**config.mk**
```make
export PLATFORM = sky130hd
export DESIGN_NAME = pba_ctrl
export DESIGN_NICKNAME = d
export VERILOG_FILES = /design/src/rtl/pba_pkg.sv /design/src/rtl/pba_ctrl.sv
export SDC_FILE = /design/constraint.sdc
export NUM_CORES = 1
export LEC_CHECK = 0
export BUFFER_PORTS_ARGS = -buffer_cell sky130_fd_sc_hd__buf_4
export CORE_AREA = 2 2 39 41
export CTS_CLUSTER_DIAMETER = 60
export CTS_CLUSTER_SIZE = 10
export DETAILED_ROUTE_END_ITERATION = 6
export DIE_AREA = 0 0 41 43
export PLACE_DENSITY = 0.65
export SKIP_LAST_GASP = 1
export SYNTH_ARGS = -nofsm -noshare
export SYNTH_HDL_FRONTEND = slang
export SYNTH_SLANG_ARGS = --single-unit
```
**constraint.sdc**
```tcl
create_clock -name clk -period 1.61 [get_ports clk]
set_clock_uncertainty 0.05 [all_clocks]
set_input_delay 0 -clock clk [delete_from_list [all_inputs] [get_ports clk]]
set_output_delay 0 -clock clk [all_outputs]
set_load 0.05 [all_outputs]
```
**src/rtl/pba_pkg.sv**
```systemverilog
package pba_pkg;

  localparam int PAGE_COUNT = 65536;
  localparam int WORD_BITS  = 32;
  localparam int MAP_WORDS  = (PAGE_COUNT + WORD_BITS - 1) / WORD_BITS;
  localparam int PAGE_W     = 16;
  localparam int CNT_W      = 17;
  localparam int WIDX_W     = 11;
  localparam int BIT_W      = 5;
  localparam int CFG_W      = 12;
  localparam logic [31:0] FULL_WORD = 32'hffff_ffff;

  typedef enum logic [1:0] {
    OP_ALLOC   = 2'd0,
    OP_FREE    = 2'd1,
    OP_RELEASE = 2'd2,
    OP_RESERVE = 2'd3
  } op_t;

  typedef enum logic [1:0] {
    ST_OK      = 2'd0,
    ST_NOSPACE = 2'd1,
    ST_DOUBLE  = 2'd2,
    ST_RANGE   = 2'd3
  } status_t;

  typedef struct packed {
    logic [1:0]        opcode;
    logic [PAGE_W-1:0] page;
    logic [CNT_W-1:0]  count;
    logic              stack_area;
  } req_t;

  typedef struct packed {
    logic [PAGE_W-1:0] first_page;
    logic [1:0]        status;
  } rsp_t;

  typedef struct packed {
    logic clear;
    logic load;
    logic scan;
    logic mark;
    logic free;
    logic finish;
  } cmd_t;

  typedef struct packed {
    logic clear_last;
    logic req_alloc;
    logic req_bad;
    logic hit;
    logic scan_end;
    logic found;
    logic cnt_zero;
    logic dbl;
    logic out_busy;
  } sts_t;

endpackage

```
**src/rtl/pba_ctrl.sv**
```systemverilog
module pba_ctrl import pba_pkg::*; (
  input  logic clk,
  input  logic rst,
  input  logic req_valid,
  output logic req_stall,
  input  sts_t sts,
  output cmd_t cmd
);

  typedef enum logic [5:0] {
    S_CLEAR = 6'b000001,
    S_IDLE  = 6'b000010,
    S_SCAN  = 6'b000100,
    S_MARK  = 6'b001000,
    S_FREE  = 6'b010000,
    S_DONE  = 6'b100000
  } state_t;

  state_t state, state_next;

  always_ff @(posedge clk) begin
    if (rst) state <= S_CLEAR;
    else     state <= state_next;
  end

  always_comb begin
    state_next = state;
    cmd = '0;
    unique case (state)
      S_CLEAR: begin
        cmd.clear = 1'b1;
        if (sts.clear_last) state_next = S_IDLE;
      end
      S_IDLE: begin
        if (req_valid) begin
          cmd.load = 1'b1;
          if (sts.req_alloc)    state_next = S_SCAN;
          else if (sts.req_bad) state_next = S_DONE;
          else                  state_next = S_FREE;
        end
      end
      S_SCAN: begin
        cmd.scan = 1'b1;
        if (sts.scan_end)                state_next = S_DONE;
        else if (sts.hit && sts.found)   state_next = S_MARK;
      end
      S_MARK: begin
        cmd.mark = 1'b1;
        if (sts.cnt_zero) state_next = S_DONE;
      end
      S_FREE: begin
        cmd.free = 1'b1;
        if (sts.cnt_zero || (sts.hit && sts.dbl)) state_next = S_DONE;
      end
      S_DONE: begin
        if (!sts.out_busy) begin
          cmd.finish = 1'b1;
          state_next = S_IDLE;
        end
      end
      default: state_next = S_CLEAR;
    endcase
  end

  assign req_stall = (state != S_IDLE);

endmodule

```
# [Yosys cells after proc, flatten, opt, wreduce, memory -nomap -nowiden]
# Index checks and enable logic that the tools add are counted.
[word_totals] regBits=6 inputBits=12 out_inout_bits=7
[op_classes] eq_ne=13 mux=18 reduce_logical=4
[op_table] operator="2-to-1 mux 6 bit" n=9
[op_table] operator="one-hot mux 6 bit (6 select lines)" n=1
[op_table] operator="!= test 2 bit (second input constant)" n=5
[op_table] operator="2-to-1 mux 1 bit" n=8
[op_table] operator="equality test 6 x 1 -> 1 bit (second input constant)" n=1
[op_table] operator="equality test 6 x 2 -> 1 bit (second input constant)" n=1
[op_table] operator="equality test 6 x 3 -> 1 bit (second input constant)" n=1
[op_table] operator="equality test 6 x 4 -> 1 bit (second input constant)" n=1
[op_table] operator="equality test 6 x 5 -> 1 bit (second input constant)" n=1
[op_table] operator="equality test 6 bit (second input constant)" n=1
[op_table] operator="!= test 6 x 2 -> 1 bit (second input constant)" n=1
[op_table] operator="AND reduction 6 bit" n=1
[op_table] operator="!= test 3 bit (second input constant)" n=1
[op_table] operator="logical AND 1 bit" n=2
[op_table] operator="logical OR 1 bit" n=1

# [Logic depth before layout (Yosys ltp)]
# Gate-level depths: netlist of run 1.
[logic_depth] ltp_word=4 ltp_mapped=5 ltp_nobuf=5

# [Least setup slack after synthesis of run 1]
# OpenSTA, ideal clock, no wires.
[synth_timing] kind="reg2reg" from="register state[1]" to="register state[1]" setup_ns=0.088 arrival_time_ns=2.291 required_ns=1.472 path_slack_ns=-0.819 stages_incl_launch_ff=5 path_buffers=0 path_cell_list="dfxtp_1 or4b_1 nor3_1 a21oi_1 o31ai_1"
[synth_between] elab_chain_cells=3
[synth_lines] element="start, declared" line="pba_ctrl.sv:19" rtl="state_t state, state_next;"
[synth_lines] element="start signal, assigned" line="pba_ctrl.sv:23" rtl="else state <= state_next;"
[synth_lines] element="equality test 6 x 3 -> 1 bit, or another cell as far along" line="pba_ctrl.sv:29" rtl="unique case (state)"
[synth_lines] element="!= test 3 bit (no line) or != test 2 bit (tied branches)"
[synth_lines] element="AND reduction 6 bit (no line)"
# Parallel ways exist; a longest one is shown, timed or not.
# A chain may end at the register's enable or synchronous reset.

==> flow_summary.json, run 1 <==
{
  "status": "complete, but fails checks",
  "violations": "negative setup slack",
  "regArea_um2": 126,
  "yosysTopAreaCell": "dfxtp_1",
  "critPathTopFamily": "simple AND/OR/NAND/NOR gates",
  "crit_top_cell": "buf_4",
  "drtIter0Drc": 2,
  "setup_viol": 8,
  "io_pins": 19,
  "dp_worst_setup_slack_ns": -0.0905,
  "slew-limit-headroom": 0.784,
  "drc": 0,
  "combPwrFrac": 0.616,
  "syn_inst": 61,
  "max_freq_mhz": 580,
  "leakagePower_nw": 0.422,
  "ir_worst_vdd_uv": 515,
  "rows": 14,
  "startpoint_type": "flip-flop",
  "switching_share": 0.399,
  "slowest_stage": "or4_4",
  "path_cells": "buf_6, or4_4, buf_4, nor2_4, buf_4, buf_8",
  "wl_per_cell_um": 14.9,
  "whs_ns": 0.0963,
  "cts_buffers": 3,
  "antenna_found_initial": 0,
  "yosys-top-cells-count": "nor2_1, dfxtp_1, a21oi_1, nand2_1, o21ai_0",
  "drtAntennaViolNets": 0,
  "grt_remaining_overflow": 0,
  "r2r_start": "state[1]",
  "max_slew.worst_pin.slew_ns": 0.324,
  "syn2layout_area_growth_pct": 126,
  "period_share": 1.07,
  "synth_seq_cells": 6,
  "pwr-share-clk": 0.167,
  "multi_input_area_um2": 445,
  "maxCapViolCount": 0,
  "synth.top_cell.area_share": 0.265,
  "dpl.hpwl_um": 1090,
  "die_x_um": 41,
  "fin_setup_tns_ns": -0.352,
  "synth_top_flop_cell": "dfxtp_1",
  "hold_class": "input pin to flip-flop",
  "fin_crit_ns": 1.72,
  "postLayoutSetupSlackWorst_ns": -0.115,
  "wirelength_um": 1880,
  "seqPwrFrac": 0.217,
  "place_congestion": 0.750,
  "r2r_setup_slack_ns": -0.08,
  "grt.total_usage": 0.233,
  "grt_pass1_wl_um": 2760,
  "grt.met3_usage": 0.0524,
  "avgSynthCellArea_um2": 7.43,
  "grt_max_degree": 9,
  "p_per_area_nw_per_um2": 864,
  "crit_path_max_incr_delay_ns": 0.45,
  "ys_types": 29,
  "firstDrtPassIters": 4,
  "groute.layer.met2.usage": 0.394,
  "crit_buf_inv": 4,
  "busiest_layer": "met2",
  "crit_arrival_ns": 1.67,
  "yosys_warnings": 0,
  "reg.largest.list": "state (6)",
  "final_cells": 126,
  "core_um2": 1380,
  "slew_violations": 0,
  "insertion_delay_ns": 0.26,
  "switchingPower_uw": 354,
  "endpoint": "cmd[3]",
  "n_antenna_cell": 0,
  "critPathLaunch": "state[1]",
  "required_ns": 1.56,
  "ff2ff_path_depth": 6,
  "die-height_um": 43,
  "yosysSeqAreaShare": 0.265,
  "dieArea_um2": 1760,
  "largest_reg_flops": 6,
  "cts_buffer_depth": 2,
  "drive_above_1_share": 0.709,
  "critPathKind": "flip-flop to output port",
  "cp.depth": 6,
  "vias": 683,
  "n_fill_cell": 114,
  "via_per_inst": 5.42,
  "crit_path_max_fanout": 4,
  "ys_async_sr_fraction": 0,
  "final-hold-violation-count": 0,
  "top_register": "state",
  "start_util": 0.327,
  "cts_sinks": 6,
  "h-tree-depth": 1,
  "ctsRootBufferMaster": "clkbuf_4",
  "use_met1": 0.246,
  "end_kind": "output port",
  "path_clk_slew_ns": 0.05,
  "fin_nets": 124,
  "syn-cell-area_um2": 453,
  "rr_endpoint": "state[3]",
  "dp.cells": 114,
  "synth_edf_count": 0,
  "grt_pass1_vias": 665,
  "yosys-top-cells-area": "dfxtp_1, nor2_1, a21oi_1",
  "p_int_uw": 532,
  "io_buffers": 18,
  "synth_most_common_cell": "nor2_1",
  "cts_tree": "yes",
  "syn_nets": 73,
  "rsz0062_at_grt": "yes"
}
-- per-layer routing --
layer	routed length, um	vias to the layer above
met4	55	0
met3	81	9
met2	1080	23
li1	-	328
met5	0	-
met1	659	323
-- cells by family (layout without fill, tap and decap cells) --
logic type             Yosys count  after routing  synth area share
buffers and inverters            3             52            0.0249
AO/OA/AOI/OAI                   16             16             0.227
XOR/XNOR                         1              1            0.0193
flip-flops                       6              6             0.265
AND/OR/NAND/NOR                 35             35             0.464
-- worst min-delay path, delay by kind of cell --
kind	cells	cell delay [ns]
and+or+nand+nor	2	0.14
AOI/OAI and AO/OA	1	0.04
buffers and inverters	2	0.18
-- how the worst min path moves through the flow --
| stage | from | end | slack [ns] | cells after the start |
|---|---|---|---|---|
| 6_report | sts[3] | state[2] | 0.1 | 5 |
| 2_1_floorplan | rst | state[3] | 0.01 | 1 |
| 3_5_place_dp | rst | state[3] | 0.18 | 2 |
| 3_3_place_gp | rst | state[2] | 0.18 | 2 |
| 4_1_cts | sts[0] | state[5] | 0.03 | 3 |
| 5_1_grt | sts[3] | state[2] | 0.12 | 5 |
-- metrics by stage --
| stage | utilization | total power, mW | cell area (um^2) |
|---|---|---|---|
| after floorplan | - | 0.420 | 494 |
| after global placement | 0.572 | 0.601 | 792 |
| after detailed placement | 0.572 | 0.601 | 792 |
| after CTS | 0.685 | 0.807 | 948 |
| after global routing | 0.741 | 0.938 | 1020 |
| final | 0.741 | 0.885 | 1020 |
-- final cells by class --
class / instances / share of cell area
clock buffers: 3 / 0.0220
inverters: 3 / 0.0110
multi-input cells: 52 / 0.435
flip-flops and latches: 6 / 0.123
well taps: 16 / 0.0195
repair buffers: 46 / 0.390
-- placed cells by master, fill, tap and decap left out, types with 3 or more instances in the layout --
cell,count
buf_4,31
buf_6,9
nor2_2,5
a21oi_2,5
dlygate4sd3_1,5
dfxtp_2,5
o21ai_0,4
nand3_2,3
nand2_1,3
clkbuf_4,3
-- power by group through the flow --
| stage | registers, mW | logic [mW] | clock network (mW) |
|---|---|---|---|
| after floorplan | 0.189 | 0.231 | 0 |
| final | 0.192 | 0.545 | 0.148 |
| after global routing | 0.193 | 0.581 | 0.164 |
| after CTS | 0.186 | 0.470 | 0.151 |
| after global placement | 0.185 | 0.416 | 0 |
| after detailed placement | 0.186 | 0.415 | 0 |
-- repair_timing --
action / 4_1_cts / 5_1_grt
pin swaps: 5 / 8
setup endpoints to repair: 11 / 12
resized for setup: 16 / 18
buffers inserted: 3 / 2
endpoints found under the hold margin: 6 / 0
hold buffers: 5 / 0
Power figures use the tool's default switching activity.
==> run 2: changes to the inputs <==
- ABC_AREA: default -> 1
- PLACE_DENSITY: 0.65 -> 0.72
==> run 2 against run 1 <==
  * The flow now finishes without violations
  * Count of clock-buffer cells in the layout unchanged
  * Clock power is 5% lower
  * Sequential cell count stayed put
  * Register-to-register slack improved by 0.26 ns
  * Via count shrank 11%
  * Worst setup slack better by 0.29 ns
  * Die area is the same
  * First-iteration DRC count grew to 7.0 times the previous value
  * Combinational power up 50%
  * Critical path type is now flip-flop to flip-flop
  * Largest power group unchanged
  * Highest routed layer unchanged
==> flow_summary.json, run 2 <==
{
  "status": "completed",
  "ctsRootBufferMaster": "clkbuf_4",
  "cts_hold_buffers": 1,
  "ys_async_sr_fraction": 0,
  "synth_top_flop_cell": "dfxtp_1",
  "synth_seq_cells": 6,
  "hp-start": "sts[7]",
  "seqPwrFrac": 0.239,
  "synth_compound_area_frac": 0.0569,
  "via_per_inst": 4.80,
  "place_congestion": 0.750,
  "path_cells": "nor2_2, nand3_2, nand2_2, nand3b_4, a21oi_1, nor2_1",
  "mostFrequentLayoutCell": "nand2_1",
  "dr_wl_met2_um": 604,
  "setup_viol": 0,
  "layout_common_cells": "nand2_1, buf_4, inv_1, nor2_1, nand3_1",
  "slowest_stage": "dfxtp_1",
  "largest_reg_flops": 6,
  "whs_endpoint": "state[2]",
  "ys_types": 15,
  "grt_pass1_wl_um": 2040,
  "leakagePower_nw": 0.436,
  "h-tree-depth": 1,
  "synth_most_common_cell": "nand2_1",
  "end_kind": "flip-flop",
  "top_layer": "met4",
  "fin_crit_ns": 1.43,
  "drive_above_1_share": 0.297,
  "synth_mux_area_frac": 0,
  "vias": 610,
  "wl_met3_um": 55,
  "maxCapViolCount": 0,
  "final_cells": 127,
  "die_x_um": 41,
  "synth.top_cell.area_share": 0.227,
  "final_core_util": 0.524,
  "grt_max_degree": 11,
  "max_slew.worst_pin.slew_ns": 0.267,
  "r2r_start": "state[3]",
  "combPwrFrac": 0.648,
  "critPathKind": "flip-flop to flip-flop",
  "avgSynthCellArea_um2": 5.93,
  "crit_arrival_ns": 1.53,
  "yosysSeqAreaShare": 0.227,
  "firstDrtPassIters": 4,
  "cts_sinks": 6,
  "fin_nets": 125,
  "grt.total_usage": 0.167,
  "ir_worst_vdd_uv": 779,
  "core_um2": 1380,
  "crit_buf_inv": 0,
  "synth_top_family_by_area": "simple AND/OR/NAND/NOR gates",
  "yosys-top-cells-count": "nand2_1, inv_1, nor2_1, nand3_1",
  "drtAntennaViolNets": 0,
  "yosysTopAreaCell": "dfxtp_1",
  "hold_class": "input pin to flip-flop",
  "rr_endpoint": "state[5]",
  "synth_edf_count": 0,
  "p_per_area_nw_per_um2": 1730,
  "route.layer.met1.wl_um": 555,
  "fin_setup_tns_ns": 0,
  "cts_resized": 0,
  "period_share": 0.891,
  "p_int_uw": 563,
  "grt_remaining_overflow": 0,
  "wirelength_um": 1230,
  "die-height_um": 43,
  "io_buffers": 18,
  "yosys-top-cells-area": "dfxtp_1, nand2_1, inv_1",
  "pwr-share-clk": 0.112,
  "syn_inst": 89,
  "rsz0062_at_grt": "no",
  "antenna_found_initial": 0,
  "switching_share": 0.552,
  "path_clk_slew_ns": 0.05,
  "cts_buffer_depth": 2,
  "n_fill_cell": 150,
  "reg.largest.list": "state (6)",
  "cp.depth": 6,
  "yosys_warnings": 0,
  "grt_pass1_vias": 524,
  "crit_path_max_fanout": 10,
  "drc": 0,
  "final-hold-violation-count": 0,
  "rows": 14,
  "r2r_setup_slack_ns": 0.18,
  "dp.cells": 123,
  "n_antenna_cell": 0,
  "synthAdderAreaFrac": 0,
  "wl_per_cell_um": 9.69,
  "top_register": "state",
  "ff2ff_path_depth": 6,
  "startpoint_type": "flip-flop",
  "syn2layout_area_growth_pct": 37.2,
  "slew-limit-headroom": 0.822,
  "insertion_delay_ns": 0.25,
  "cts_buffers": 3,
  "dieArea_um2": 1760,
  "drtIter0Drc": 14,
  "max_freq_mhz": 697,
  "syn-cell-area_um2": 528,
  "cts_tree": "yes",
  "required_ns": 1.70,
  "synth-simple-area-share": 0.588,
  "synth-xor-area-share": 0,
  "critPathTopFamily": "simple AND/OR/NAND/NOR gates",
  "start_util": 0.382,
  "io_pins": 19,
  "switchingPower_uw": 694,
  "syn_nets": 101,
  "dpl.hpwl_um": 1000,
  "hold_depth": 5,
  "crit_path_max_incr_delay_ns": 0.37,
  "post_cts_buffers": 0,
  "slew_violations": 0
}
[run 2: cell count changes after synthesis, sizes merged, moves of 3 or more]
cell and change:
nor2 +11, nand3 +9, nand2 +15, o21ai -4, inv +15, nand4 +3
[run 2: logic make-up after synthesis]
group                  after synthesis
and+or+nand+nor                     59
buffers and inverters               18
DFF                                  6
AOI/OAI and AO/OA                    6
[run 2: how the worst max path moves through the flow]
stage                     startpoint  slack [ns]        to
after global routing        state[3]        0.04  state[5]
after global placement      state[3]        0.21  state[1]
after CTS                   state[3]        0.18  state[5]
after detailed placement    state[3]        0.19  state[5]
final                       state[3]        0.18  state[5]
after floorplan             state[2]        0.04    cmd[4]
[run 2: final cells by class]
class                           count  area, um^2  share of cell area
Inverter                           18        67.6              0.0933
Tap cell                           16        20.0              0.0276
Timing Repair Buffer               19         145               0.200
Sequential cell                     6         120               0.166
Clock buffer                        3        22.5              0.0311
Multi-Input combinational cell     65         349               0.482
[run 2: worst min-delay path, cell delays in order]
cell and delay (ns):
buf_4 0.09, nand2_1 0.04, nand3_1 0.07, nand2_1 0.04, nor2_1 0.08
[run 2: per-layer routing]
metal | track usage | up-vias
met5 | 0 | -
met4 | 0.100 | 0
met3 | 0.0157 | 2
met2 | 0.244 | 16
met1 | 0.226 | 268
li1 | - | 324
[run 2: through the flow]
| step | area [um^2] | setup WS [ns] | power, mW | hold slack (ns) |
|---|---|---|---|---|
| after floorplan | 537 | 0.0416 | 0.923 | 0.116 |
| after global placement | 692 | 0.213 | 1.10 | 0.233 |
| after detailed placement | 692 | 0.187 | 1.11 | 0.235 |
| after CTS | 724 | 0.175 | 1.26 | 0.0558 |
| after global routing | 724 | 0.0431 | 1.36 | 0.0968 |
| final | 724 | 0.176 | 1.26 | 0.0601 |
[run 2: power groups by stage]
| stage | Combinational [mW] | Sequential, mW | Clock [mW] |
|---|---|---|---|
| CTS | 0.816 | 0.298 | 0.147 |
| detailed placement | 0.812 | 0.301 | 0 |
| global placement | 0.796 | 0.300 | 0 |
| finish | 0.815 | 0.301 | 0.141 |
| global route | 0.901 | 0.308 | 0.148 |
| floorplan | 0.638 | 0.285 | 0 |
